File: config.mk
export PLATFORM = sky130hd
export DESIGN_NAME = policy_ready_queue
export DESIGN_NICKNAME = d
export VERILOG_FILES = /design/src/prq_pkg.sv /design/src/prq_store.sv /design/src/prq_cmp.sv /design/src/prq_seq.sv /design/src/policy_ready_queue.sv
export SDC_FILE = /design/constraint.sdc
export NUM_CORES = 1
export LEC_CHECK = 0
export BUFFER_PORTS_ARGS = -buffer_cell sky130_fd_sc_hd__buf_2
export CORE_UTILIZATION = 35
export CTS_CLUSTER_SIZE = 25
export DETAILED_ROUTE_END_ITERATION = 6
export GPL_TIMING_DRIVEN = 1
export PLACE_DENSITY = 0.54
export SYNTH_ARGS = -nofsm -noshare
export SYNTH_HDL_FRONTEND = slang
export SYNTH_SLANG_ARGS = --single-unit
File: constraint.sdc
create_clock -name clock -period 4.55 [get_ports clock]
set_input_delay 0.2275 -clock clock [delete_from_list [all_inputs] [get_ports clock]]
set_output_delay 0.2275 -clock clock [all_outputs]
set_load 0.01 [all_outputs]
File: src/prq_pkg.sv
package prq_pkg;

   localparam int QUEUE_DEPTH_DEF = 16;
   localparam int KEY_BITS_DEF    = 16;
   localparam int ID_BITS_DEF     = 8;

   localparam int TASK_ID_W  = 8;
   localparam int SORT_KEY_W = 16;
   localparam int OCC_W      = 5;
   localparam int POLICY_W   = 3;

   localparam logic [POLICY_W-1:0] FCFS             = 3'd0;
   localparam logic [POLICY_W-1:0] POL_SJF_PREEMPT  = 3'd1;
   localparam logic [POLICY_W-1:0] POL_SJF_KEEP     = 3'd2;
   localparam logic [POLICY_W-1:0] POL_PRIO_PREEMPT = 3'd3;
   localparam logic [POLICY_W-1:0] POL_PRIO_KEEP    = 3'd4;

   localparam logic FUNC_PUSH = 1'b0;
   localparam logic FUNC_POP  = 1'b1;

   typedef struct packed {
      logic                  func;
      logic [TASK_ID_W-1:0]  task_id;
      logic [SORT_KEY_W-1:0] sort_key;
   } req_type;

   typedef struct packed {
      logic                 head_valid;
      logic [TASK_ID_W-1:0] head_task;
      logic [OCC_W-1:0]     occupancy;
      logic                 head_changed;
      logic                 push_dropped;
   } rsp_type;

endpackage

File: src/prq_store.sv
module prq_store #(
   parameter int DEPTH = prq_pkg::QUEUE_DEPTH_DEF,
   parameter int WIDTH = prq_pkg::ID_BITS_DEF + prq_pkg::KEY_BITS_DEF
) (
   input  logic                     clock,
   input  logic                     rd_en,
   input  logic [$clog2(DEPTH)-1:0] rd_addr,
   output logic [WIDTH-1:0]         rd_data,
   input  logic                     wr_en,
   input  logic [$clog2(DEPTH)-1:0] wr_addr,
   input  logic [WIDTH-1:0]         wr_data
);

   logic [WIDTH-1:0] entry_mem [DEPTH];
   logic [WIDTH-1:0] rd_data_ff;

   always_ff @(posedge clock) begin
      if (wr_en) begin
         entry_mem[wr_addr] <= wr_data;
      end
      if (rd_en) begin
         rd_data_ff <= entry_mem[rd_addr];
      end
   end

   assign rd_data = rd_data_ff;

endmodule

File: src/prq_cmp.sv
module prq_cmp #(
   parameter int KEY_BITS = prq_pkg::KEY_BITS_DEF
) (
   input  logic [prq_pkg::POLICY_W-1:0] policy,
   input  logic [KEY_BITS-1:0]          fresh_key,
   input  logic [KEY_BITS-1:0]          held_key,
   output logic                         goes_before
);

   logic smallest_first;

   always_comb begin
      smallest_first = policy inside {prq_pkg::POL_SJF_PREEMPT, prq_pkg::POL_SJF_KEEP};
      if (smallest_first) begin
         goes_before = fresh_key < held_key;
      end else begin
         goes_before = fresh_key > held_key;
      end
   end

endmodule

File: src/prq_seq.sv
module prq_seq #(
   parameter int QUEUE_DEPTH = prq_pkg::QUEUE_DEPTH_DEF,
   parameter int KEY_BITS    = prq_pkg::KEY_BITS_DEF,
   parameter int ID_BITS     = prq_pkg::ID_BITS_DEF
) (
   input  logic                         clock,
   input  logic                         reset,
   input  logic                         start,
   input  logic                         func,
   input  logic [ID_BITS-1:0]           start_id,
   input  logic [KEY_BITS-1:0]          start_key,
   input  logic [prq_pkg::POLICY_W-1:0] policy,
   output logic                         idle,
   output logic                         done,
   input  logic                         ack,
   output prq_pkg::rsp_type             result
);

   localparam int AW = $clog2(QUEUE_DEPTH);
   localparam int CW = $clog2(QUEUE_DEPTH + 1);
   localparam int EW = ID_BITS + KEY_BITS;
   localparam int OW = prq_pkg::OCC_W;
   localparam int TW = prq_pkg::TASK_ID_W;

   typedef enum logic [5:0] {
      S_IDLE   = 6'b000001,
      S_SEARCH = 6'b000010,
      S_SHIFT  = 6'b000100,
      S_PLACE  = 6'b001000,
      S_POP    = 6'b010000,
      S_DONE   = 6'b100000
   } state_type;

   state_type           state_ff, state_in;
   logic [CW-1:0]       count_ff, count_in;
   logic [AW-1:0]       ptr_ff, ptr_in;
   logic [AW-1:0]       slot_ff, slot_in;
   logic [AW-1:0]       src_ff, src_in;
   logic [AW-1:0]       wr_ff, wr_in;
   logic                pend_ff, pend_in;
   logic                last_ff, last_in;
   logic [ID_BITS-1:0]  id_ff, id_in;
   logic [KEY_BITS-1:0] key_ff, key_in;
   logic [ID_BITS-1:0]  head_id_ff, head_id_in;
   logic [KEY_BITS-1:0] head_key_ff, head_key_in;
   logic                changed_ff, changed_in;
   logic                dropped_ff, dropped_in;

   logic                rd_en;
   logic [AW-1:0]       rd_addr;
   logic [EW-1:0]       rd_data;
   logic                wr_en;
   logic [AW-1:0]       wr_addr;
   logic [EW-1:0]       wr_data;
   logic [ID_BITS-1:0]  rd_id;
   logic [KEY_BITS-1:0] rd_key;
   logic [KEY_BITS-1:0] cmp_fresh;
   logic [KEY_BITS-1:0] cmp_held;
   logic                cmp_before;
   logic                preempt;

   prq_store #(
      .DEPTH (QUEUE_DEPTH),
      .WIDTH (EW)
   ) u_store (
      .clock   (clock),
      .rd_en   (rd_en),
      .rd_addr (rd_addr),
      .rd_data (rd_data),
      .wr_en   (wr_en),
      .wr_addr (wr_addr),
      .wr_data (wr_data)
   );

   prq_cmp #(
      .KEY_BITS (KEY_BITS)
   ) u_cmp (
      .policy      (policy),
      .fresh_key   (cmp_fresh),
      .held_key    (cmp_held),
      .goes_before (cmp_before)
   );

   assign rd_id   = rd_data[EW-1:KEY_BITS];
   assign rd_key  = rd_data[KEY_BITS-1:0];
   assign preempt = policy inside {prq_pkg::POL_SJF_PREEMPT, prq_pkg::POL_PRIO_PREEMPT};

   always_comb begin
      state_in    = state_ff;
      count_in    = count_ff;
      ptr_in      = ptr_ff;
      slot_in     = slot_ff;
      src_in      = src_ff;
      wr_in       = wr_ff;
      pend_in     = pend_ff;
      last_in     = last_ff;
      id_in       = id_ff;
      key_in      = key_ff;
      head_id_in  = head_id_ff;
      head_key_in = head_key_ff;
      changed_in  = changed_ff;
      dropped_in  = dropped_ff;
      rd_en       = 1'b0;
      rd_addr     = AW'(1);
      wr_en       = 1'b0;
      wr_addr     = wr_ff;
      wr_data     = rd_data;
      cmp_fresh   = key_ff;
      cmp_held    = rd_key;
      case (state_ff)
         S_IDLE: begin
            rd_en     = 1'b1;
            rd_addr   = AW'(1);
            cmp_fresh = start_key;
            cmp_held  = head_key_ff;
            if (start) begin
               id_in      = start_id;
               key_in     = start_key;
               changed_in = 1'b0;
               dropped_in = 1'b0;
               pend_in    = 1'b0;
               last_in    = 1'b0;
               ptr_in     = AW'(1);
               src_in     = AW'(count_ff - CW'(1));
               if (func == prq_pkg::FUNC_POP) begin
                  if (count_ff == '0) begin
                     state_in = S_DONE;
                  end else if (count_ff == CW'(1)) begin
                     count_in   = '0;
                     changed_in = 1'b1;
                     state_in   = S_DONE;
                  end else begin
                     state_in = S_POP;
                  end
               end else if (policy > prq_pkg::POL_PRIO_KEEP) begin
                  state_in = S_DONE;
               end else if (count_ff == CW'(QUEUE_DEPTH)) begin
                  dropped_in = 1'b1;
                  state_in   = S_DONE;
               end else if ((policy == prq_pkg::FCFS) || (count_ff == '0)) begin
                  slot_in  = AW'(count_ff);
                  state_in = S_PLACE;
               end else if (preempt && cmp_before) begin
                  slot_in  = '0;
                  state_in = S_SHIFT;
               end else if (count_ff == CW'(1)) begin
                  slot_in  = AW'(1);
                  state_in = S_PLACE;
               end else begin
                  state_in = S_SEARCH;
               end
            end
         end
         S_SEARCH: begin
            rd_en   = 1'b1;
            rd_addr = ptr_ff + AW'(1);
            if (cmp_before) begin
               slot_in  = ptr_ff;
               state_in = S_SHIFT;
            end else if ((CW'(ptr_ff) + CW'(1)) == count_ff) begin
               slot_in  = AW'(count_ff);
               state_in = S_PLACE;
            end else begin
               ptr_in = ptr_ff + AW'(1);
            end
         end
         S_SHIFT: begin
            wr_en   = pend_ff;
            wr_addr = wr_ff;
            wr_data = rd_data;
            if (last_ff) begin
               pend_in  = 1'b0;
               state_in = S_PLACE;
            end else begin
               rd_en   = 1'b1;
               rd_addr = src_ff;
               pend_in = 1'b1;
               wr_in   = src_ff + AW'(1);
               last_in = (src_ff == slot_ff);
               src_in  = src_ff - AW'(1);
            end
         end
         S_PLACE: begin
            wr_en    = 1'b1;
            wr_addr  = slot_ff;
            wr_data  = {id_ff, key_ff};
            count_in = count_ff + CW'(1);
            if (slot_ff == '0) begin
               head_id_in  = id_ff;
               head_key_in = key_ff;
               changed_in  = 1'b1;
            end
            state_in = S_DONE;
         end
         S_POP: begin
            wr_en   = 1'b1;
            wr_addr = ptr_ff - AW'(1);
            wr_data = rd_data;
            if (ptr_ff == AW'(1)) begin
               head_id_in  = rd_id;
               head_key_in = rd_key;
            end
            if ((CW'(ptr_ff) + CW'(1)) == count_ff) begin
               count_in   = count_ff - CW'(1);
               changed_in = 1'b1;
               state_in   = S_DONE;
            end else begin
               rd_en   = 1'b1;
               rd_addr = ptr_ff + AW'(1);
               ptr_in  = ptr_ff + AW'(1);
            end
         end
         S_DONE: begin
            if (ack) begin
               state_in = S_IDLE;
            end
         end
         default: begin
            state_in = S_IDLE;
         end
      endcase
   end

   always_ff @(posedge clock) begin
      if (reset) begin
         state_ff <= S_IDLE;
         count_ff <= '0;
      end else begin
         state_ff <= state_in;
         count_ff <= count_in;
      end
      ptr_ff      <= ptr_in;
      slot_ff     <= slot_in;
      src_ff      <= src_in;
      wr_ff       <= wr_in;
      pend_ff     <= pend_in;
      last_ff     <= last_in;
      id_ff       <= id_in;
      key_ff      <= key_in;
      head_id_ff  <= head_id_in;
      head_key_ff <= head_key_in;
      changed_ff  <= changed_in;
      dropped_ff  <= dropped_in;
   end

   always_comb begin
      idle                = (state_ff == S_IDLE);
      done                = (state_ff == S_DONE);
      result.head_valid   = (count_ff != '0);
      result.head_task    = (count_ff != '0) ? TW'(head_id_ff) : '0;
      result.occupancy    = OW'(count_ff);
      result.head_changed = changed_ff;
      result.push_dropped = dropped_ff;
   end

   a_place_grows: assert property (@(posedge clock) disable iff (reset)
      (state_ff == S_PLACE) |=> (count_ff == $past(count_ff) + CW'(1)))
      else $error("place did not grow the queue by one");

   a_drop_full: assert property (@(posedge clock) disable iff (reset)
      (state_ff == S_DONE && dropped_ff) |-> (count_ff == CW'(QUEUE_DEPTH)))
      else $error("push dropped while queue not full");

   a_shift_not_head: assert property (@(posedge clock) disable iff (reset)
      (state_ff == S_SHIFT && pend_ff) |-> (wr_ff != '0))
      else $error("shift wrote into the head entry");

   a_start_idle: assert property (@(posedge clock) disable iff (reset)
      start |-> (state_ff == S_IDLE))
      else $error("transaction started while busy");

endmodule

File: src/policy_ready_queue.sv
// Ready queue of tasks for a CPU scheduler, ordered by the policy in the csr register.
// Request channel (req_valid, req_stall, req_data): a push (func 0) inserts task_id with
// sort_key, a pop (func 1) removes the head task. One response per request on the rsp
// channel gives the head task, occupancy and the head_changed / push_dropped flags.
// csr_write_en with csr_write_data sets the policy; write it only while no transaction is
// in flight.
// A push into a full queue is dropped and a push under an unused policy is ignored; both
// go straight to the response, as does a pop with at most one entry. FCFS pushes, and
// pushes into an empty queue or behind a single entry, write their slot directly. A sorted
// push searches from the second entry toward the tail; if it lands ahead of the tail or
// preempts the head, the entries from its slot on are shifted up first. A pop with two or
// more entries moves every other entry down by one. The sequencer walks the entry memory
// one entry per cycle; it takes the next request once the response is in the output register.
// req_stall is high while a transaction is in flight; one transaction at a time.
// The response sits in an output register; a stalled response holds, and the next
// response waits in the sequencer until the register is free.
// Synchronous reset empties the queue and sets the policy to FCFS; no clearing pass.
module policy_ready_queue #(
   parameter int QUEUE_DEPTH = prq_pkg::QUEUE_DEPTH_DEF,
   parameter int KEY_BITS    = prq_pkg::KEY_BITS_DEF,
   parameter int ID_BITS     = prq_pkg::ID_BITS_DEF
) (
   input  logic                         clock,
   input  logic                         reset,
   input  logic                         req_valid,
   output logic                         req_stall,
   input  prq_pkg::req_type             req_data,
   output logic                         rsp_valid,
   input  logic                         rsp_stall,
   output prq_pkg::rsp_type             rsp_data,
   input  logic                         csr_write_en,
   input  logic [prq_pkg::POLICY_W-1:0] csr_write_data
);

   logic [prq_pkg::POLICY_W-1:0] policy_ff, policy_in;
   logic                         rsp_valid_ff, rsp_valid_in;
   prq_pkg::rsp_type             rsp_data_ff, rsp_data_in;
   logic                         seq_idle;
   logic                         seq_done;
   logic                         start;
   logic                         ack;
   prq_pkg::rsp_type             seq_result;

   assign req_stall = !seq_idle;
   assign start     = req_valid && !req_stall;
   assign ack       = !rsp_valid_ff || !rsp_stall;

   prq_seq #(
      .QUEUE_DEPTH (QUEUE_DEPTH),
      .KEY_BITS    (KEY_BITS),
      .ID_BITS     (ID_BITS)
   ) u_seq (
      .clock     (clock),
      .reset     (reset),
      .start     (start),
      .func      (req_data.func),
      .start_id  (ID_BITS'(req_data.task_id)),
      .start_key (KEY_BITS'(req_data.sort_key)),
      .policy    (policy_ff),
      .idle      (seq_idle),
      .done      (seq_done),
      .ack       (ack),
      .result    (seq_result)
   );

   always_comb begin
      policy_in    = csr_write_en ? csr_write_data : policy_ff;
      rsp_valid_in = rsp_valid_ff;
      rsp_data_in  = rsp_data_ff;
      if (seq_done && ack) begin
         rsp_valid_in = 1'b1;
         rsp_data_in  = seq_result;
      end else if (!rsp_stall) begin
         rsp_valid_in = 1'b0;
      end
   end

   always_ff @(posedge clock) begin
      if (reset) begin
         policy_ff    <= prq_pkg::FCFS;
         rsp_valid_ff <= 1'b0;
      end else begin
         policy_ff    <= policy_in;
         rsp_valid_ff <= rsp_valid_in;
      end
      rsp_data_ff <= rsp_data_in;
   end

   assign rsp_valid = rsp_valid_ff;
   assign rsp_data  = rsp_data_ff;

endmodule

==> results.md <==
* Setup crit end kind: register
* Largest family of logic cells by synthesized area: multiplexers
* CTS tree: built
* Syn_nets at 1294
* Fin Setup TNS at 0 ns
* Highest clock rate at ~0.24 GHz
* Core area at 58910 µm²
* Root Driver: clkbuf_16
* Pre-antenna DRT Iters at 7
* Synth Area in XOR/XNOR at less than 1%
* Synth area leaders: edfxtp_1, mux4_2, nand2_1
* Tmin final at about 4.1 ns
* IO Pins at 51
* Final Skew at roughly 0.013 ns
* Post-DP HPWL at 29400 µm
* Cell Count, Final, Fillers Out at approximately 2200
* Cts bufs inserted at 52
* Worst r2r src: u_seq.state_ff[1]
* Min-Delay Startpoint: reset
* DRT antenna net count at 0
* First-pass GRT wire length at ~79000 µm
* CP max FO at 29
* Relative slew slack at between 20% and 30%
* Final Hold Viols at 0
* Hold Path Class: input port to register
* Largest net degree at the start of global routing at 36
* Slew Limit Fails at 0
* Synth unique cells at 67
* Post-Synth Simple-Gate Area at 7.377%
* PortBufs at 50
* Setup-failing EPs final at 0
* Fin nets at approximately 1400
* Util after Layout at a little over two fifths
* Compound-Gate Fraction of Synth Area at 4.626%
* Number of global-route vias before repair at approximately 12000
* Clock Sinks at ~500
* Dpl cells at around 2000
* Share of the synthesized area in the top cell type at between 70% and 80%
* Syn Inst Count at ~1200
* Initial DRC Count at 1060
* Max_cap viols at 0
* Crit-path slowest cell: a2111oi_1
* Crit Path Class: register to register
* Antenna violations before repair at 0
* CTS H-tree lvls at 2
* Worst EP arrival at between 4 and 5 ns
* VDD IR max at around 0.36 mV
* Critical-path cell list: nor4_1 -> nand3b_1 -> buf_12 -> mux2i_1 -> ha_1 -> a21oi_1 -> o21ai_0 -> a221o_1 -> nor3_1 -> mux2_2 -> a2111oi_1 -> nor2_1
* Die height at around 250 µm
* WP buf/inv at 1
* Cell family with most CP delay: simple AND/OR/NAND/NOR gates
* R2R depth at 12
* #FFs+latches synth at slightly above 500
* Grt ovf at 0
* Via/cell ratio at 5.350
* WHS Path Cells at 2
* Fraction of registers with async set/reset at 0%
* Worst path required time at roughly 4.9 ns
* RSZ-0062 raised after global routing: no
* Slew @ Worst Pin at between 1 and 1.5 ns
* Residual DRC at 0
* Seq/Total Area, Yosys at 72.38%
* Rows at 89
* Top cell type by total area after synthesis: edfxtp_1
* Via count at about 12000
* Top layer in use: met4
* Mapped Area at approximately 21000 µm²
* Clock tree buffer depth at 3
* Clk_lat worst skew at roughly 0.60 ns
* Final period util at approximately nine tenths
* Total power at between 10000 and 15000 µW
* M1 wire length at around 24000 µm
* Post-Syn Area per Cell at ~17 µm²
* Power density of the placed cells at about 530 nW/µm²
* Total wire length at roughly 54000 µm
* Slowest stage delay, CP at 0.49 ns
* Syn-to-layout area delta at 17.73%
* Multiplexer area fraction after synthesis at 11.40%
* Share of layout cells above drive strength 1 at 21.51%
* Endpoint of the worst hold path: u_seq.count_ff[0]
* Clock transition at path regs at roughly 0.060 ns
* EDFF count, synth at just under 500
* Placer congestion estimate at between 0.8 and 0.9
* Final WS setup at about 0.43 ns
* Die width at 245.9 µm
* Ys flop type: edfxtp_1
* Worst slack, placed at between 0.2 and 0.25 ns
* Met2 WL post-DR at between 20000 and 30000 µm
* DR WL met3 at between 3000 and 4000 µm
* R2R setup slack at about 0.43 ns
* GRT Resource Usage Total at around 18%
* Status: completed
* Synthesized-area fraction occupied by adder cells at under 10%
* CP Launch Type: register
* Die area at 60490 µm²
* Yosys warns at 0
* Leakage at slightly above 0.008 µW
* Ant diodes at 0
* Initial Util at around 35%
* FF-to-FF End: u_seq.slot_ff[3]
* Wire per inst at 24.60 µm
## sequential cells by signal, summed over array words and instances (netlist names)
name,count
u_seq.src_ff,4
u_seq.u_store.rd_data,24
u_seq.changed_ff,1
u_seq.u_store.entry_mem,384
u_seq.count_ff,5
u_seq.head_key_ff,16
policy_ff,3
u_seq.head_id_ff,8
u_seq.last_ff,1
u_seq.pend_ff,1
u_seq.dropped_ff,1
u_seq.ptr_ff,4
u_seq.key_ff,16
u_seq.state_ff,6
rsp_data,16
u_seq.wr_ff,4
rsp_valid,1
u_seq.slot_ff,4
u_seq.id_ff,8
## timing repair
| action | in CTS | in global routing |
|---|---|---|
| setup buffers | 0 | 3 |
| resized for setup | 0 | 3 |
| endpoints found under the hold margin | 30 | 0 |
| hold buffers | 36 | 0 |
| endpoints found under the setup margin | 0 | 8 |
## logic make-up (layout without fill, tap and decap cells)
logic type / Yosys count / after routing
buffers and inverters: 74 / 242
adders and majority gates: 25 / 25
DFF: 507 / 507
and+or+nand+nor: 359 / 359
muxes: 117 / 117
xor gates and xnor gates: 21 / 21
AOI/OAI and AO/OA: 133 / 133
## metal layers
layer | vias up | track usage (%)
met5 | - | 0
met4 | 0 | 4.786
met2 | 390 | 28.40
met3 | 93 | 3.645
met1 | 6077 | 25.45
li1 | 5086 | -
## Yosys cell counts (8+ instances only)
library cell,instances
mux4_2,96
mux2i_1,20
dfxtp_1,15
nand2_1,248
a22oi_1,50
o21ai_0,13
xnor2_1,13
edfxtp_1,492
a21oi_1,20
clkbuf_1,40
nor2_1,46
inv_1,13
nor3_1,11
nand3_1,8
and2_1,11
ha_1,25
## per-stage QoR
step,area (µm²),hold WS (ns)
2_1_floorplan,20830,0.3264
3_3_place_gp,22490,0.4052
3_5_place_dp,22490,0.4052
4_1_cts,24470,0.007233
5_1_grt,24520,0.04797
6_report,24520,0.03901
## area by class of cell
cell class | instances | area, µm²
clock inverter | 27 | 260.3
sequential | 507 | 15070
timing repair buffer | 137 | 1244
inverter | 14 | 56.30
tap | 773 | 967.2
fill | 5201 | 34390
clock buffer | 64 | 1368
multi-input combinational | 655 | 5550
## how the worst max path moves through the flow
stage                      startpoint               end  slack (ns)  cells past startpoint
finish              u_seq.state_ff[1]  u_seq.slot_ff[3]        0.43                     12
global route        u_seq.state_ff[1]  u_seq.slot_ff[3]        0.09                     12
CTS                 u_seq.state_ff[3]   u_seq.ptr_ff[1]        0.16                     13
floorplan           u_seq.state_ff[3]   u_seq.ptr_ff[0]        0.42                     13
detailed placement  u_seq.state_ff[3]   u_seq.ptr_ff[1]        0.22                     13
global placement    u_seq.state_ff[3]   u_seq.ptr_ff[0]        0.30                     13
## cells in the final DEF, fill, tap and decap left out, types with 11 or more instances in the layout
cell	instances
buf_2	50
nor3_1	11
a22oi_1	50
and2_1	11
nand2_1	248
clkbuf_16	53
mux2i_1	20
mux4_2	96
inv_1	13
nor2_1	26
nor2_4	16
a21oi_1	19
dfxtp_1	15
edfxtp_1	492
xnor2_1	13
o21ai_0	13
clkinv_1	12
dlygate4sd3_1	36
buf_12	20
buf_4	31
ha_1	25
clkbuf_1	11
## worst register-to-register path, stage by stage, from the launching register on
cell	delay, ns
dfxtp_1	0.35
nor4_1	0.40
nand3b_1	0.38
buf_12	0.31
mux2i_1	0.21
ha_1	0.27
a21oi_1	0.14
o21ai_0	0.11
a221o_1	0.36
nor3_1	0.19
mux2_2	0.46
a2111oi_1	0.49
nor2_1	0.19
## report_power, final
part           switching [µW]  internal, µW
combinational            1620           760
sequential                298          6120
clock                    1760          2400
Note: power is estimated with default switching activity, not from simulation.
